**config.mk**
```make
export PLATFORM = sky130hd
export DESIGN_NAME = auto_exposure_p_control
export DESIGN_NICKNAME = d
export VERILOG_FILES = /design/src/hdl/aepc_pkg.sv /design/src/hdl/aepc_front.sv /design/src/hdl/aepc_queue.sv /design/src/hdl/aepc_back.sv /design/src/hdl/auto_exposure_p_control.sv
export SDC_FILE = /design/constraint.sdc
export NUM_CORES = 1
export LEC_CHECK = 0
export BUFFER_PORTS_ARGS = -buffer_cell sky130_fd_sc_hd__buf_2
export CAP_MARGIN = 20
export CORE_ASPECT_RATIO = 0.75
export CORE_MARGIN = 3
export CORE_UTILIZATION = 31
export DETAILED_ROUTE_END_ITERATION = 7
export GPL_ROUTABILITY_DRIVEN = 0
export HOLD_SLACK_MARGIN = 0.02
export PLACE_DENSITY_LB_ADDON = 0.15
export SLEW_MARGIN = 10
export SYNTH_ARGS = -nofsm -noshare
export SYNTH_HDL_FRONTEND = slang
export SYNTH_SLANG_ARGS = --single-unit
export TNS_END_PERCENT = 1
```
**constraint.sdc**
```tcl
create_clock -name i_clk -period 11.2 [get_ports i_clk]
set_input_delay 1.12 -clock i_clk [delete_from_list [all_inputs] [get_ports i_clk]]
set_output_delay 1.12 -clock i_clk [all_outputs]
set_load 0.03 [all_outputs]
```
**src/hdl/aepc_pkg.sv**
```systemverilog
// Package for the proportional auto-exposure controller.
// Holds the window constant, configuration layout, queue item type and reset values.
// No dependencies; imported by every module of the block.
package aepc_pkg;

    // Samples summed per window (one extra leading sample is skipped)
    localparam int unsigned WINDOW_RUNS = 8;
    localparam int unsigned CNT_W       = $clog2(WINDOW_RUNS + 1);
    localparam int unsigned TOTAL_W     = CNT_W + 2;

    // Field widths
    localparam int unsigned BRIGHT_W = 12;
    localparam int unsigned EXPO_W   = 16;
    localparam int unsigned HYST_W   = 15;
    localparam int unsigned GAIN_W   = 8;
    localparam int unsigned ERR_W    = BRIGHT_W + 1;
    localparam int unsigned SUM_W    = 17;
    localparam int unsigned PROD_W   = SUM_W + GAIN_W + 1;
    localparam int unsigned NEWX_W   = PROD_W + 1;

    // Configuration port
    localparam int unsigned CFG_IDX_W  = 8;
    localparam int unsigned CFG_DATA_W = 16;

    localparam logic [CFG_IDX_W-1:0] CFG_BRIGHT_LOW    = 8'd0;
    localparam logic [CFG_IDX_W-1:0] CFG_BRIGHT_HIGH   = 8'd1;
    localparam logic [CFG_IDX_W-1:0] CFG_BRIGHT_TARGET = 8'd2;
    localparam logic [CFG_IDX_W-1:0] CFG_HYSTERESIS    = 8'd3;
    localparam logic [CFG_IDX_W-1:0] CFG_GAIN          = 8'd4;
    localparam logic [CFG_IDX_W-1:0] CFG_EXPO_MIN      = 8'd5;
    localparam logic [CFG_IDX_W-1:0] CFG_EXPO_MAX      = 8'd6;

    localparam logic [BRIGHT_W-1:0] RST_BRIGHT_LOW    = 12'd200;
    localparam logic [BRIGHT_W-1:0] RST_BRIGHT_HIGH   = 12'd2000;
    localparam logic [BRIGHT_W-1:0] RST_BRIGHT_TARGET = 12'd500;
    localparam logic [HYST_W-1:0]   RST_HYSTERESIS    = 15'd10;
    localparam logic [GAIN_W-1:0]   RST_GAIN          = 8'd2;
    localparam logic [EXPO_W-1:0]   RST_EXPO_MIN      = 16'd0;
    localparam logic [EXPO_W-1:0]   RST_EXPO_MAX      = 16'd65535;

    // Queue depth between front and back
    localparam int unsigned Q_DEPTH = 4;
    localparam int unsigned Q_PTR_W = $clog2(Q_DEPTH);
    localparam int unsigned Q_CNT_W = $clog2(Q_DEPTH + 1);

    typedef struct packed {
        logic [BRIGHT_W-1:0] bright_low;
        logic [BRIGHT_W-1:0] bright_high;
        logic [BRIGHT_W-1:0] bright_target;
        logic [HYST_W-1:0]   hysteresis;
        logic [GAIN_W-1:0]   gain;
        logic [EXPO_W-1:0]   expo_min;
        logic [EXPO_W-1:0]   expo_max;
    } t_cfg;

    // Accumulate into the window sum, or add and close the window
    typedef enum logic {
        KIND_ACC   = 1'b0,
        KIND_CLOSE = 1'b1
    } t_kind;

    typedef struct packed {
        t_kind                    kind;
        logic                     once;
        logic [EXPO_W-1:0]        expo;
        logic signed [ERR_W-1:0]  err;
    } t_item;

endpackage

```
**src/hdl/aepc_front.sv**
```systemverilog
// Front end of the auto-exposure controller: accepts input beats,
// drops in-band frames unless once-mode is set, tracks the window position and queues the work.
// Depends on aepc_pkg.
module aepc_front
    import aepc_pkg::*;
(
    input  logic                i_clk,
    input  logic                i_rst_n,
    input  logic                i_valid,
    input  logic [BRIGHT_W-1:0] i_bright,
    input  logic                i_once,
    input  logic [EXPO_W-1:0]   i_expo,
    input  t_cfg                i_cfg,
    input  logic                i_q_full,
    output logic                o_ready,
    output logic                o_push,
    output t_item               o_item
);

    logic [CNT_W-1:0] r_window;
    logic [CNT_W-1:0] n_window;
    logic             beat;
    logic             active;
    logic             skip;

    // Classify the beat
    assign o_ready = !i_q_full;
    assign beat    = i_valid && o_ready;
    assign active  = (i_bright < i_cfg.bright_low) || (i_bright > i_cfg.bright_high) || i_once;
    assign skip    = (r_window == CNT_W'(WINDOW_RUNS));
    assign o_push  = beat && active && !skip;

    // Build the queue item
    always_comb begin
        o_item.kind = (r_window == '0) ? KIND_CLOSE : KIND_ACC;
        o_item.once = i_once;
        o_item.expo = i_expo;
        o_item.err  = $signed({1'b0, i_cfg.bright_target}) - $signed({1'b0, i_bright});
    end

    // Advance the window position on active beats
    always_comb begin
        n_window = r_window;
        if (beat && active) begin
            if (r_window == '0) begin
                n_window = CNT_W'(WINDOW_RUNS);
            end else begin
                n_window = r_window - 1'b1;
            end
        end
    end

    always_ff @(posedge i_clk) begin
        if (!i_rst_n) begin
            r_window <= CNT_W'(WINDOW_RUNS);
        end else begin
            r_window <= n_window;
        end
    end

endmodule

```
**src/hdl/aepc_queue.sv**
```systemverilog
// Short FIFO between the front end and the back end of the controller.
// Depends on aepc_pkg for the item type and depth.
module aepc_queue
    import aepc_pkg::*;
(
    input  logic  i_clk,
    input  logic  i_rst_n,
    input  logic  i_push,
    input  t_item i_item,
    input  logic  i_pop,
    output logic  o_valid,
    output t_item o_item,
    output logic  o_full
);

    t_item              r_mem [Q_DEPTH];
    logic [Q_PTR_W-1:0] r_wr_ptr;
    logic [Q_PTR_W-1:0] r_rd_ptr;
    logic [Q_CNT_W-1:0] r_count;
    logic               do_push;
    logic               do_pop;

    assign o_valid = (r_count != '0);
    assign o_full  = (r_count == Q_CNT_W'(Q_DEPTH));
    assign o_item  = r_mem[r_rd_ptr];
    assign do_push = i_push && !o_full;
    assign do_pop  = i_pop && o_valid;

    // Store entries
    always_ff @(posedge i_clk) begin
        if (do_push) begin
            r_mem[r_wr_ptr] <= i_item;
        end
    end

    // Move pointers and fill count
    always_ff @(posedge i_clk) begin
        if (!i_rst_n) begin
            r_wr_ptr <= '0;
            r_rd_ptr <= '0;
            r_count  <= '0;
        end else begin
            if (do_push) begin
                r_wr_ptr <= r_wr_ptr + 1'b1;
            end
            if (do_pop) begin
                r_rd_ptr <= r_rd_ptr + 1'b1;
            end
            if (do_push && !do_pop) begin
                r_count <= r_count + 1'b1;
            end else if (do_pop && !do_push) begin
                r_count <= r_count - 1'b1;
            end
        end
    end

endmodule

```
**src/hdl/aepc_back.sv**
```systemverilog
// Back end of the auto-exposure controller: sums window errors, applies the
// gain, clamps the exposure, tracks stability and holds the output beat.
// Depends on aepc_pkg.
module aepc_back
    import aepc_pkg::*;
(
    input  logic              i_clk,
    input  logic              i_rst_n,
    input  logic              i_q_valid,
    input  t_item             i_q_item,
    input  t_cfg              i_cfg,
    input  logic              i_out_ready,
    output logic              o_pop,
    output logic              o_out_valid,
    output logic [EXPO_W-1:0] o_new_expo,
    output logic              o_status,
    output logic              o_once_fin
);

    // Window sum and stability state
    logic signed [SUM_W-1:0]  r_err_sum;
    logic [CNT_W-1:0]         r_stable;

    // Stage 1: closed window sum
    logic                     r_s1_v;
    logic signed [SUM_W-1:0]  r_s1_sum;
    logic [EXPO_W-1:0]        r_s1_expo;
    logic                     r_s1_once;

    // Stage 2: scaled correction
    logic                     r_s2_v;
    logic signed [PROD_W-1:0] r_s2_prod;
    logic                     r_s2_big;
    logic [EXPO_W-1:0]        r_s2_expo;
    logic                     r_s2_once;

    // Output register
    logic                     r_o_v;
    logic [EXPO_W-1:0]        r_o_expo;
    logic                     r_o_status;
    logic                     r_o_fin;

    logic                     out_free;
    logic                     s2_free;
    logic                     s1_free;
    logic                     s1_adv;
    logic                     s2_adv;
    logic                     pop_acc;
    logic                     pop_close;
    logic signed [SUM_W-1:0]  sum_next;
    logic signed [SUM_W:0]    sum_ext;
    logic signed [SUM_W:0]    hyst_ext;
    logic                     big;
    logic signed [PROD_W-1:0] prod;
    logic signed [NEWX_W-1:0] raw_expo;
    logic signed [NEWX_W-1:0] max_ext;
    logic signed [NEWX_W-1:0] min_ext;
    logic [EXPO_W-1:0]        clamp_expo;
    logic                     hit_hi;
    logic                     hit_lo;
    logic [TOTAL_W-1:0]       total;
    logic                     done;

    // Pipeline flow: each stage moves when the next one is free
    assign out_free  = !r_o_v || i_out_ready;
    assign s2_adv    = r_s2_v && out_free;
    assign s2_free   = !r_s2_v || out_free;
    assign s1_adv    = r_s1_v && s2_free;
    assign s1_free   = !r_s1_v || s2_free;
    assign o_pop     = i_q_valid && ((i_q_item.kind == KIND_ACC) || s1_free);
    assign pop_acc   = o_pop && (i_q_item.kind == KIND_ACC);
    assign pop_close = o_pop && (i_q_item.kind == KIND_CLOSE);
    assign sum_next  = r_err_sum + SUM_W'(i_q_item.err);

    // Dead band test and gain on the closed sum
    assign sum_ext  = (SUM_W + 1)'(r_s1_sum);
    assign hyst_ext = $signed({{(SUM_W + 1 - HYST_W){1'b0}}, i_cfg.hysteresis});
    assign big      = (sum_ext > hyst_ext) || (sum_ext < -hyst_ext);
    assign prod     = $signed({1'b0, i_cfg.gain}) * r_s1_sum;

    // Apply correction and clamp, upper limit first
    always_comb begin
        raw_expo = $signed({{(NEWX_W - EXPO_W){1'b0}}, r_s2_expo});
        if (r_s2_big) begin
            raw_expo = raw_expo + NEWX_W'(r_s2_prod);
        end
        max_ext    = $signed({{(NEWX_W - EXPO_W){1'b0}}, i_cfg.expo_max});
        min_ext    = $signed({{(NEWX_W - EXPO_W){1'b0}}, i_cfg.expo_min});
        hit_hi     = raw_expo > max_ext;
        clamp_expo = hit_hi ? i_cfg.expo_max : raw_expo[EXPO_W-1:0];
        // Compare at full signed width so a negative sum still hits the floor
        hit_lo     = (hit_hi ? max_ext : raw_expo) < min_ext;
        if (hit_lo) begin
            clamp_expo = i_cfg.expo_min;
        end
        total = TOTAL_W'(r_stable) + TOTAL_W'(!r_s2_big) + TOTAL_W'(hit_hi)
              + TOTAL_W'(hit_lo);
        done  = total > TOTAL_W'(WINDOW_RUNS);
    end

    // Window sum accumulation
    always_ff @(posedge i_clk) begin
        if (!i_rst_n) begin
            r_err_sum <= '0;
        end else if (pop_close) begin
            r_err_sum <= '0;
        end else if (pop_acc) begin
            r_err_sum <= sum_next;
        end
    end

    // Stage valids, stability count and output valid
    always_ff @(posedge i_clk) begin
        if (!i_rst_n) begin
            r_s1_v   <= 1'b0;
            r_s2_v   <= 1'b0;
            r_o_v    <= 1'b0;
            r_stable <= '0;
        end else begin
            if (pop_close) begin
                r_s1_v <= 1'b1;
            end else if (s1_adv) begin
                r_s1_v <= 1'b0;
            end
            if (s1_adv) begin
                r_s2_v <= 1'b1;
            end else if (s2_adv) begin
                r_s2_v <= 1'b0;
            end
            if (s2_adv) begin
                r_o_v    <= 1'b1;
                r_stable <= done ? '0 : CNT_W'(total);
            end else if (i_out_ready) begin
                r_o_v <= 1'b0;
            end
        end
    end

    // Payload registers
    always_ff @(posedge i_clk) begin
        if (pop_close) begin
            r_s1_sum  <= sum_next;
            r_s1_expo <= i_q_item.expo;
            r_s1_once <= i_q_item.once;
        end
        if (s1_adv) begin
            r_s2_prod <= prod;
            r_s2_big  <= big;
            r_s2_expo <= r_s1_expo;
            r_s2_once <= r_s1_once;
        end
        if (s2_adv) begin
            r_o_expo   <= clamp_expo;
            r_o_status <= done;
            r_o_fin    <= done && r_s2_once;
        end
    end

    assign o_out_valid = r_o_v;
    assign o_new_expo  = r_o_expo;
    assign o_status    = r_o_status;
    assign o_once_fin  = r_o_fin;

endmodule

```
**src/hdl/auto_exposure_p_control.sv**
```systemverilog
// Proportional auto-exposure controller. Takes one beat per cycle on the input
// stream while the queue has room; frames whose brightness is inside the accepted
// band are dropped unless once-mode is set. Each window skips its first active
// frame, sums the next WINDOW_RUNS errors and emits one output beat with the last
// of them, carrying the clamped exposure and the done flags. A queue of four
// entries parts the front end from a three-register back end (sum, gain multiply,
// clamp and output register); a result passes the queue and then these registers
// in order. The input keeps taking one beat per cycle while the output is stalled,
// until the queue fills. Configuration writes take effect on the next cycle.
// Depends on aepc_pkg, aepc_front, aepc_queue and aepc_back.
module auto_exposure_p_control
    import aepc_pkg::*;
(
    input  logic                  i_clk,
    input  logic                  i_rst_n,
    // Configuration write port
    input  logic                  i_cfg_we,
    input  logic [CFG_IDX_W-1:0]  i_cfg_idx,
    input  logic [CFG_DATA_W-1:0] i_cfg_data,
    // Input stream
    input  logic                  s_axis_tvalid,
    output logic                  s_axis_tready,
    input  logic [31:0]           s_axis_tdata,  // [11:0] avg_brightness, [27:12] current_exposure
    input  logic [0:0]            s_axis_tuser,  // [0] once_mode
    // Output stream
    output logic                  m_axis_tvalid,
    input  logic                  m_axis_tready,
    output logic [15:0]           m_axis_tdata,  // [15:0] new_exposure
    output logic [1:0]            m_axis_tuser   // [0] status, [1] once_finished
);

    t_cfg              r_cfg;
    logic              q_full;
    logic              q_push;
    t_item             q_in;
    logic              q_pop;
    logic              q_valid;
    t_item             q_out;
    logic [EXPO_W-1:0] new_expo;
    logic              status;
    logic              once_fin;

    // Configuration registers
    always_ff @(posedge i_clk) begin
        if (!i_rst_n) begin
            r_cfg.bright_low    <= RST_BRIGHT_LOW;
            r_cfg.bright_high   <= RST_BRIGHT_HIGH;
            r_cfg.bright_target <= RST_BRIGHT_TARGET;
            r_cfg.hysteresis    <= RST_HYSTERESIS;
            r_cfg.gain          <= RST_GAIN;
            r_cfg.expo_min      <= RST_EXPO_MIN;
            r_cfg.expo_max      <= RST_EXPO_MAX;
        end else if (i_cfg_we) begin
            case (i_cfg_idx)
                CFG_BRIGHT_LOW:    r_cfg.bright_low    <= i_cfg_data[BRIGHT_W-1:0];
                CFG_BRIGHT_HIGH:   r_cfg.bright_high   <= i_cfg_data[BRIGHT_W-1:0];
                CFG_BRIGHT_TARGET: r_cfg.bright_target <= i_cfg_data[BRIGHT_W-1:0];
                CFG_HYSTERESIS:    r_cfg.hysteresis    <= i_cfg_data[HYST_W-1:0];
                CFG_GAIN:          r_cfg.gain          <= i_cfg_data[GAIN_W-1:0];
                CFG_EXPO_MIN:      r_cfg.expo_min      <= i_cfg_data[EXPO_W-1:0];
                CFG_EXPO_MAX:      r_cfg.expo_max      <= i_cfg_data[EXPO_W-1:0];
                default: begin
                end
            endcase
        end
    end

    aepc_front u_front (
        .i_clk    (i_clk),
        .i_rst_n  (i_rst_n),
        .i_valid  (s_axis_tvalid),
        .i_bright (s_axis_tdata[BRIGHT_W-1:0]),
        .i_once   (s_axis_tuser[0]),
        .i_expo   (s_axis_tdata[BRIGHT_W+EXPO_W-1:BRIGHT_W]),
        .i_cfg    (r_cfg),
        .i_q_full (q_full),
        .o_ready  (s_axis_tready),
        .o_push   (q_push),
        .o_item   (q_in)
    );

    aepc_queue u_queue (
        .i_clk   (i_clk),
        .i_rst_n (i_rst_n),
        .i_push  (q_push),
        .i_item  (q_in),
        .i_pop   (q_pop),
        .o_valid (q_valid),
        .o_item  (q_out),
        .o_full  (q_full)
    );

    aepc_back u_back (
        .i_clk       (i_clk),
        .i_rst_n     (i_rst_n),
        .i_q_valid   (q_valid),
        .i_q_item    (q_out),
        .i_cfg       (r_cfg),
        .i_out_ready (m_axis_tready),
        .o_pop       (q_pop),
        .o_out_valid (m_axis_tvalid),
        .o_new_expo  (new_expo),
        .o_status    (status),
        .o_once_fin  (once_fin)
    );

    assign m_axis_tdata = new_expo;
    assign m_axis_tuser = {once_fin, status};

endmodule

```
* Word-level counts from Yosys, hierarchy flattened
Memory sizes are Yosys's and may differ from the RTL's. A register that Yosys moved wholly into a read port is not among the register bits.
Index checks and enable logic that the tools add are counted.
** Operators by class
- Bitwise logic cells :: 2
- Reduce and logical (&&, ||, !) cells :: 43
- Multipliers :: 1
- Add/subtract/negate cells :: 12
- Magnitude comparators :: 7
- Muxes and demuxes :: 19
- Eq/ne operators :: 8
** Operators by type and width (count)
- 2-to-1 mux 27 bit :: 2
- 2-to-1 mux 16 bit :: 2
- adder 17 x 26 -> 27 bit :: 1
- greater-than comparator 27 x 17 -> 1 bit :: 1
- less-than comparator 27 x 17 -> 1 bit :: 1
- multiplier 9 x 17 -> 26 bit :: 1
- == test 8 x 3 -> 1 bit (second input constant) :: 3
- less-than comparator 17 x 18 -> 1 bit :: 1
- negation 15 -> 18 bit :: 1
- adder 17 x 13 -> 17 bit :: 1
- greater-than comparator 17 x 16 -> 1 bit :: 1
- == test 8 x 2 -> 1 bit (second input constant) :: 2
- AND reduction 2 bit :: 7
- logical AND 1 bit :: 13
- subtractor 12 x 12 -> 13 bit :: 1
- adder 6 x 1 -> 6 bit :: 2
- greater-than comparator 12 bit :: 1
- less-than comparator 12 bit :: 1
- 2-to-1 mux 1 bit :: 9
- == test 8 x 1 -> 1 bit (second input constant) :: 1
- logical NOT 1 bit :: 8
- logical NOT 8 bit :: 1
- 2-to-1 mux 4 bit :: 2
- nonzero test 2 bit :: 4
- 15 further kinds :: 25
** Word-level totals
- Memories :: 1
- Register bits after elaboration :: 222
- Word-level logic and storage cells :: 119
- Bits of input ports :: 62
- Bits in writable memories :: 124
- Output and inout port bits :: 20
** Memory list
- u_queue.r_mem :: words 4, bits a word 31, read ports 1, clocked after Yosys merged registers in 1, wr ports 1, line aepc_queue.sv:16 : t_item r_mem [Q_DEPTH];

* Depth between registers and ports, before layout
Gate-level depths: netlist (run 1).
- Depth in word-level cells :: 10
- Mapped depth :: 46
- Depth with buffers taken out :: 44

* Cells and area by module
A second synthesis (run 1) with hierarchy kept.
** Second synthesis, totals
- Cells, all modules :: 2099
- Area total of the unflattened synthesis :: 22927.0 µm²
** By module, submodules not included
- aepc_back :: area each 12938.7 µm², cells each 1345, sequential area each 3363.2 µm², times used 1
- aepc_queue :: area each 4962.3 µm², cells each 209, sequential area each 3903.7 µm², times used 1
- auto_exposure_p_control :: area each 3583.4 µm², cells each 346, sequential area each 1821.7 µm², times used 1
- aepc_front :: area each 1442.6 µm², cells each 199, sequential area each 80.1 µm², times used 1

* Least setup slack after synthesis (run 1)
No wires, ideal clock.
- Path kind :: register -> register
- Start point :: register u_back.r_s2_expo[5]
- End point :: register u_back.r_stable[0]
- Required time :: 11124 ps
- Clock period less this slack :: 7769 ps
- Slack :: 3431 ps
- Setup time :: 76 ps
- Arrival :: 7694 ps
- Cell stages (with the launch flop) :: 40
- Path buffers :: 2
- Path through :: edfxtp_1 -> ha_1 -> o21a_1 -> o2111a_1 -> a211oi_2 -> o21bai_1 -> a21oi_1 -> o21bai_1 -> a21oi_1 -> xnor2_1 -> mux2_2 -> ha_1 -> and3_1 -> nand3_1 -> nor2_1 -> o21ai_0 -> a21oi_1 -> o31ai_1 -> (+4 left out) -> mux2_2 -> ha_1 -> nand3_1 -> or3_1 -> a311o_1 -> a211oi_4 -> buf_6 -> inv_1 -> fa_1 -> nand2_1 -> nor2_1 -> xnor2_1 -> a32oi_1 -> mux2i_1 -> a21oi_1 -> nor2_1 -> nand3_1 -> a21boi_0
** On the way
- Longest elaborated chain between the ends :: 8
- Elaborated cells between the ends (all ways) :: 9
- Those cells by class :: 3 x add/sub; 3 x order compare; 3 x mux
** RTL lines
- start, declared :: line aepc_back.sv:34 : logic [EXPO_W-1:0] r_s2_expo;
- start signal, assigned :: line aepc_back.sv:149 : r_s2_expo <= r_s1_expo;
- adder 17 x 26 -> 27 bit :: line aepc_back.sv:85 : raw_expo = raw_expo + NEWX_W'(r_s2_prod);
- 2-to-1 mux 27 bit (*) :: line aepc_back.sv:84 : if (r_s2_big) begin
- greater-than comparator 27 x 17 -> 1 bit :: line aepc_back.sv:89 : hit_hi = raw_expo > max_ext;
- 2-to-1 mux 27 bit :: line aepc_back.sv:92 : hit_lo = (hit_hi ? max_ext : raw_expo) < min_ext;
- less-than comparator 27 x 17 -> 1 bit :: line aepc_back.sv:92
- adder 6 x 1 -> 6 bit (*) :: line aepc_back.sv:97 : + TOTAL_W'(hit_lo);
- greater-than comparator 6 x 4 -> 1 bit :: line aepc_back.sv:98 : done = total > TOTAL_W'(WINDOW_RUNS);
- 2-to-1 mux 4 bit (*) :: line aepc_back.sv:132 : r_stable <= done ? '0 : CNT_W'(total);
- end signal, assigned :: line aepc_back.sv:132
- end, declared :: line aepc_back.sv:22 : logic [CNT_W-1:0] r_stable;
Mark *: on every way between the ends. The rest lies on a longest branch, timed or not.
A chain may end at the register's enable or synchronous reset.

* Worst setup path after layout (run 1)
- Start point :: register u_back.r_s2_expo[1]
- End point :: register u_back.r_stable[0]
The elaborated chain is that of the path after synthesis.

==> flow_metrics.env, run 1 <==
export IMPL_outcome="completed"
export IMPL_worst_skew_pair_late_latency_ps=560
export IMPL_max_slew_margin_pct=33.2
export IMPL_die_area_sq_um=74800
export IMPL_cts_inserted_buffers=38
export IMPL_avgRoutedWirePerCell_microns=17.8
export IMPL_irDropWorstVdd_mv=0.103
export IMPL_setup_violations=0
export IMPL_rsz0062_at_grt="false"
export IMPL_layout_nets=2497
export IMPL_yosysUniqueCellTypes=63
export IMPL_netlist_area_sq_um=22200
export IMPL_numPortBuffers=77
export IMPL_drv_slew=0
export IMPL_grt_max_degree=70
export IMPL_critPathMaxStageDelay_ps=640
export IMPL_avgSynthCellArea_sq_um=10.8
export IMPL_core_sq_um=70400
export IMPL_p_leak_uw=0.0104
export IMPL_path_clk_slew_ps=60
export IMPL_cp_slowest_cell="a2111oi_2"
export IMPL_hold_start="u_back.r_s1_expo[13]$_DFFE_PP_"
export IMPL_timing_fmax_mhz=107
export IMPL_drc_errors=0
export IMPL_cts_tree="yes"
export IMPL_fin_crit_sh_pct=83.4
export IMPL_cts_resized=0
export IMPL_rows=84
export IMPL_p_total_uw=4980
export IMPL_holdPathStages=0
export IMPL_synth_edff_count=220
export IMPL_end_kind="flip-flop"
export IMPL_area_delta_synth_final_pct=12.6
export IMPL_synth_area_leaders="edfxtp_1 (30%), dfxtp_1 (12%), ha_1 (11%)"
export IMPL_hold_path_class="reg2reg"
export IMPL_grt_usage_pct=14.9
export IMPL_timing_hold_ws_ps=417
export IMPL_fin_skew_ps=27.5
export IMPL_synth_main_ff_cell="edfxtp_1"
export IMPL_die_width_microns=315
export IMPL_reg2reg_to="u_back.r_stable[0]$_SDFFE_PN0P_"
export IMPL_floorplan_initialDensity_pct=31.5
export IMPL_yosysTopAreaCell="edfxtp_1"
export IMPL_timing_final_hold_violations=0
export IMPL_fin_cells=3108
export IMPL_fillers=7086
export IMPL_worstSetupPathType="reg2reg"
export IMPL_use_met1_pct=22.6
export IMPL_top_usage_layer="met1"
export IMPL_grt_pass1_wl_microns=86200
export IMPL_via_per_inst=4.71
export IMPL_reg2reg_depth=43
export IMPL_globalRouteOverflowTotal=0
export IMPL_drt_pass1_iter_count=5
export IMPL_fin_area_sq_um=25000
export IMPL_hold_path_end="u_back.r_s2_expo[13]$_DFFE_PP_"
export IMPL_period_minus_slack_ps=9340
export IMPL_cp_required_ps=11680
export IMPL_placed_area_sq_um=23700
export IMPL_place_inst=3037
export IMPL_drive_gt1_share_pct=10.8
export IMPL_worst_path_most_repeated_cell="a21oi_1"
export IMPL_clk_path_buf_depth=3
export IMPL_multi_input_area_sq_um=11800
export IMPL_r2r_slack_ps=1860
export IMPL_use_met2_pct=22.4
export IMPL_holdBufCountCts=0
export IMPL_reg2reg_from="u_back.r_s2_expo[1]$_DFFE_PP_"
export IMPL_cts_setup_buffers=0
export IMPL_htree_levels=2
export IMPL_drtIter0Drc=812
export IMPL_synth_warnings=0
export IMPL_io_pins=82
export IMPL_crit_fanout=20
export IMPL_register_area_sq_um=9170
export IMPL_cts_root_buf="clkbuf_16"
export IMPL_cap_violations=0
export IMPL_critPathLaunchType="flip-flop"
export IMPL_synth_fp_nets=2422
export IMPL_async_flop_share_pct=0
export IMPL_power_density_nw_per_um2=200
export IMPL_yosysTopAreaCellShare_pct=29.8
export IMPL_ys_seq_elements=348
export IMPL_setup_tns_ps=0
export IMPL_worst_pin_slew_ps=990
export IMPL_hpwlAfterDp_microns=41400
export IMPL_met3_usage_pct=2.73
export IMPL_grt_pass1_vias=14800
export IMPL_via_count=14600
export IMPL_antenna_found_initial=4
export IMPL_ys_seq_area_share_pct=41.4
export IMPL_postSynthCellCount=2056
export IMPL_arrival_ps=9810
export IMPL_routed_wirelength_microns=55200
export IMPL_die_h_microns=238
export IMPL_clkSinkCount=348
export IMPL_detail_route_antenna_nets=0
flip-flops by register name, summed over array words and instances, names as in the netlist, 2 cells and up, named ones only:
signal,count
u_queue.r_mem,124
u_front.r_window,4
u_back.r_s2_expo,16
u_back.r_s2_prod,26
u_back.r_err_sum,17
u_queue.r_wr_ptr,2
u_queue.r_rd_ptr,2
r_cfg,91
u_back.r_s1_sum,17
u_back.r_stable,4
u_queue.r_count,3
u_back.r_s1_expo,16
u_back.o_new_expo,16
per-stage QoR:
step                      utilization (%)  setup slack, ps
after floorplan                         -             3430
after global placement               33.6             1770
after detailed placement             33.6             1840
after CTS                            35.4             1790
after global routing                 35.4             1070
final                                35.4             1860
worst max-delay path: cells and delay by family, from the launching register on:
family / cells / cell delay [ps]
AOI/OAI and AO/OA: 21 / 4630
xor gates and xnor gates: 2 / 150
adders and majority gates: 4 / 1170
buffers and inverters: 1 / 110
DFF: 1 / 420
muxes: 3 / 940
and+or+nand+nor: 12 / 1840
layout make-up:
class                      instances  area share, %
antenna                            1         0.0100
clock buffer                      46           4.01
clock inverter                    24           1.11
inverter                         267           4.02
multi-input combinational       1382           47.3
sequential                       348           36.7
tap                              946           4.74
timing repair buffer              94           2.08
power by group:
part | internal [uW] | total, uW | switching (uW)
logic | 748 | 1790 | 1050
registers | 1660 | 1890 | 235
clock network | 743 | 1290 | 550
synth_stat cells (5+ instances only):
| cell type | instances |
|---|---|
| inv_1 | 267 |
| nand2_1 | 245 |
| edfxtp_1 | 220 |
| ha_1 | 191 |
| dfxtp_1 | 128 |
| fa_1 | 113 |
| and2_1 | 97 |
| a21oi_1 | 75 |
| nor2_1 | 64 |
| xnor2_1 | 58 |
| o21ai_0 | 57 |
| clkbuf_1 | 52 |
| nor2b_1 | 51 |
| a21boi_0 | 49 |
| mux2_2 | 35 |
| a21o_1 | 31 |
| mux2i_1 | 31 |
| mux4_2 | 31 |
| o211ai_1 | 31 |
| nand3_1 | 26 |
| xor2_1 | 23 |
| nand2b_1 | 20 |
| nor3_1 | 20 |
| nand4_1 | 19 |
| o21a_1 | 18 |
| and3_1 | 10 |
| a211oi_1 | 9 |
| mux2_1 | 9 |
| nor4_1 | 8 |
| a41oi_1 | 5 |
| nand3b_1 | 5 |
| or3_1 | 5 |
placed cells by master (no fill, tap or decap), types with 35 or more instances in the layout:
cell	n
inv_1	267
nand2_1	245
edfxtp_1	220
ha_1	191
dfxtp_1	127
fa_1	113
and2_1	97
buf_2	78
a21oi_1	75
nor2_1	64
xnor2_1	58
o21ai_0	57
nor2b_1	51
a21boi_0	48
clkbuf_16	38
mux2_2	35
worst max-delay path by stage:
stage,startpoint,to,slack (ps),cells past startpoint
final,u_back.r_s2_expo[1]$_DFFE_PP_,u_back.r_stable[0]$_SDFFE_PN0P_,1860,43
after floorplan,u_back.r_s2_expo[5]$_DFFE_PP_,u_back.r_stable[0]$_SDFFE_PN0P_,3430,39
after CTS,u_back.r_s2_expo[0]$_DFFE_PP_,u_back.r_stable[0]$_SDFFE_PN0P_,1790,42
after detailed placement,u_back.r_s2_expo[0]$_DFFE_PP_,u_back.r_stable[1]$_SDFFE_PN0P_,1840,42
after global placement,u_back.r_s2_expo[1]$_DFFE_PP_,u_back.r_stable[1]$_SDFFE_PN0P_,1770,43
after global routing,u_back.r_s2_expo[1]$_DFFE_PP_,u_back.r_stable[0]$_SDFFE_PN0P_,1070,43
logic make-up after synthesis:
kind of cell | count (synthesis) | share of synthesized area [%]
compound gates | 312 | 9.41
xor+xnor | 81 | 3.20
fa+ha+maj | 304 | 21.0
buf+inv | 326 | 5.59
flops | 348 | 41.4
mux | 106 | 6.78
simple gates | 579 | 12.7
per-layer routing:
layer,part of all wire (%),wire length (microns)
met5,0,0
met4,1.4,751
met3,4.4,2410
met2,42,23400
met1,52,28700
No activity file was read; power rests on OpenSTA's default activity.
==> run 2, diff against run 1 <==
==> constraint.sdc (replaced) <==
create_clock -name i_clk -period 7.6 [get_ports i_clk]
set_input_delay 0.76 -clock i_clk [delete_from_list [all_inputs] [get_ports i_clk]]
set_output_delay 0.76 -clock i_clk [all_outputs]
set_load 0.03 [all_outputs]
==> flow_metrics.env, run 2 (same netlist as run 1, synthesis figures left out) <==
export IMPL_end_kind="flip-flop"
export IMPL_grt_usage_pct=15.4
export IMPL_outcome="finished with violations"
export IMPL_via_count=14900
export IMPL_holdBufCountCts=0
export IMPL_irDropWorstVdd_mv=0.153
export IMPL_holdPathStages=0
export IMPL_numPortBuffers=77
export IMPL_setup_violations=4
export IMPL_placed_area_sq_um=24200
export IMPL_grt_max_degree=114
export IMPL_layout_common_cells="inv_1 (266), nand2_1 (245), edfxtp_1 (220)"
export IMPL_fin_crit_sh_pct=100
export IMPL_fin_cells=3182
export IMPL_timing_final_hold_violations=0
export IMPL_top_regs="u_queue.r_mem x124, r_cfg x91, u_back.r_s2_prod x26"
export IMPL_place_inst=3106
export IMPL_critPathLaunchType="flip-flop"
export IMPL_multi_input_area_sq_um=12100
export IMPL_cap_violations=0
export IMPL_utilization_pct=36.7
export IMPL_critPathMaxStageDelay_ps=470
export IMPL_hpwlAfterDp_microns=42300
export IMPL_r2r_slack_ps=-30
export IMPL_grt_pass1_wl_microns=88900
export IMPL_htree_levels=2
export IMPL_avgRoutedWirePerCell_microns=17.7
export IMPL_period_minus_slack_ps=7630
export IMPL_drtIter0Drc=724
export IMPL_layout_nets=2572
export IMPL_largest_register_ffs=124
export IMPL_clkSinkCount=348
export IMPL_worst_pin_slew_ps=986
export IMPL_hold_path_class="reg2reg"
export IMPL_path_clk_slew_ps=70
export IMPL_cp_required_ps=8080
export IMPL_reg2reg_from="u_back.r_s2_expo[1]$_DFFE_PP_"
export IMPL_failed_checks="setup timing"
export IMPL_fillers=6986
export IMPL_rsz0062_at_grt="true"
export IMPL_largest_register="u_queue.r_mem"
export IMPL_grt_pass1_vias=15200
export IMPL_globalRouteOverflowTotal=0
export IMPL_hold_path_end="u_back.r_s2_expo[12]$_DFFE_PP_"
export IMPL_worstSetupPathType="reg2reg"
export IMPL_cp_slowest_cell="edfxtp_1"
export IMPL_io_pins=82
export IMPL_worst_path_most_repeated_cell="a21oi_2"
export IMPL_fin_ws_ps=-29.3
export IMPL_rows=84
export IMPL_worst_skew_pair_late_latency_ps=570
export IMPL_drv_slew=0
export IMPL_drc_errors=0
export IMPL_cts_tree="yes"
export IMPL_detail_route_antenna_nets=0
export IMPL_power_density_nw_per_um2=295
export IMPL_p_total_uw=7620
export IMPL_routed_wirelength_microns=56400
export IMPL_antenna_found_initial=8
export IMPL_max_slew_margin_pct=34.2
export IMPL_crit_fanout=4
export IMPL_floorplan_initialDensity_pct=31.5
export IMPL_timing_hold_ws_ps=406
export IMPL_layout_commonest_cell="inv_1"
export IMPL_register_area_sq_um=9170
export IMPL_via_per_inst=4.68
export IMPL_die_width_microns=315
export IMPL_reg2reg_to="u_back.r_stable[1]$_SDFFE_PN0P_"
export IMPL_timing_fmax_mhz=131
export IMPL_core_sq_um=70400
export IMPL_reg2reg_depth=40
export IMPL_clk_path_buf_depth=3
export IMPL_die_h_microns=238
export IMPL_p_leak_uw=0.0108
export IMPL_hold_start="u_back.r_s1_expo[12]$_DFFE_PP_"
export IMPL_arrival_ps=8100
export IMPL_drt_pass1_iter_count=5
export IMPL_cts_root_buf="clkbuf_16"
export IMPL_drive_gt1_share_pct=15.3
export IMPL_cts_inserted_buffers=37
export IMPL_fin_skew_ps=25.5
export IMPL_die_area_sq_um=74800
export IMPL_fin_area_sq_um=25800
export IMPL_area_delta_synth_final_pct=16.5
[run 2: cell types whose count changed in the layout (fill, tap and decap cells not counted), sizes merged]
| cell | delta |
|---|---|
| clkbuf | +7 |
| bufinv | -1 |
| inv | -4 |
| clkinv | -4 |
| buf | +76 |
[run 2: how the worst max path moves through the flow]
| stage | start | to | cells past startpoint |
|---|---|---|---|
| floorplan | u_back.r_s2_expo[5]$_DFFE_PP_ | u_back.r_stable[0]$_SDFFE_PN0P_ | 39 |
| global placement | u_back.r_s2_expo[0]$_DFFE_PP_ | u_back.r_stable[1]$_SDFFE_PN0P_ | 39 |
| detailed placement | u_back.r_s2_expo[1]$_DFFE_PP_ | u_back.r_stable[3]$_SDFFE_PN0P_ | 39 |
| CTS | u_back.r_s2_expo[1]$_DFFE_PP_ | u_back.r_stable[0]$_SDFFE_PN0P_ | 40 |
| global route | u_back.r_s2_expo[1]$_DFFE_PP_ | u_back.r_stable[1]$_SDFFE_PN0P_ | 40 |
| finish | u_back.r_s2_expo[1]$_DFFE_PP_ | u_back.r_stable[1]$_SDFFE_PN0P_ | 40 |
[run 2: timing repair]
action,in CTS,in global routing
buffers inserted,6,1
resized for setup,39,23
pin swaps,23,31
setup endpoints to repair,6,6
[run 2: routing by layer]
| metal | wire length [microns] | global-route usage (%) | part of all wire, % |
|---|---|---|---|
| met1 | 29200 | 23.3 | 52 |
| met2 | 24200 | 23.1 | 43 |
| met3 | 2180 | 2.59 | 3.9 |
| met4 | 787 | 2.81 | 1.4 |
| met5 | 20 | 0 | 0.035 |
[run 2: per-stage QoR]
step / setup TNS [ps] / setup slack, ps
after floorplan: 0 / 5.47
after global placement: -3250 / -577
after detailed placement: -3810 / -709
after CTS: -763 / -156
after global routing: -2320 / -428
final: -66.1 / -29.3
[run 2: power by group]
part	total (uW)	leakage, uW	internal [uW]	switching [uW]
sequential	2820	0.00304	2450	371
combinational	2950	0.00717	1340	1610
clock	1850	0.000595	1070	780
[run 2: worst max-delay path, delay by kind of cell, from the launching register on]
family,cells,cell delay [ps]
simple gates,10,1220
mux,3,860
flops,1,470
fa+ha+maj,4,1170
compound gates,17,3140
xor+xnor,2,210
buf+inv,4,470
[run 2: area by class of cell]
| class | instances | share of cell area [%] |
|---|---|---|
| Clock buffer | 53 | 4.06 |
| Tap cell | 946 | 4.58 |
| Timing Repair Buffer | 170 | 4.37 |
| Antenna cell | 1 | 0.00968 |
| Clock inverter | 15 | 0.707 |
| Inverter | 267 | 3.88 |
| Sequential cell | 348 | 35.5 |
| Multi-Input combinational cell | 1382 | 46.9 |
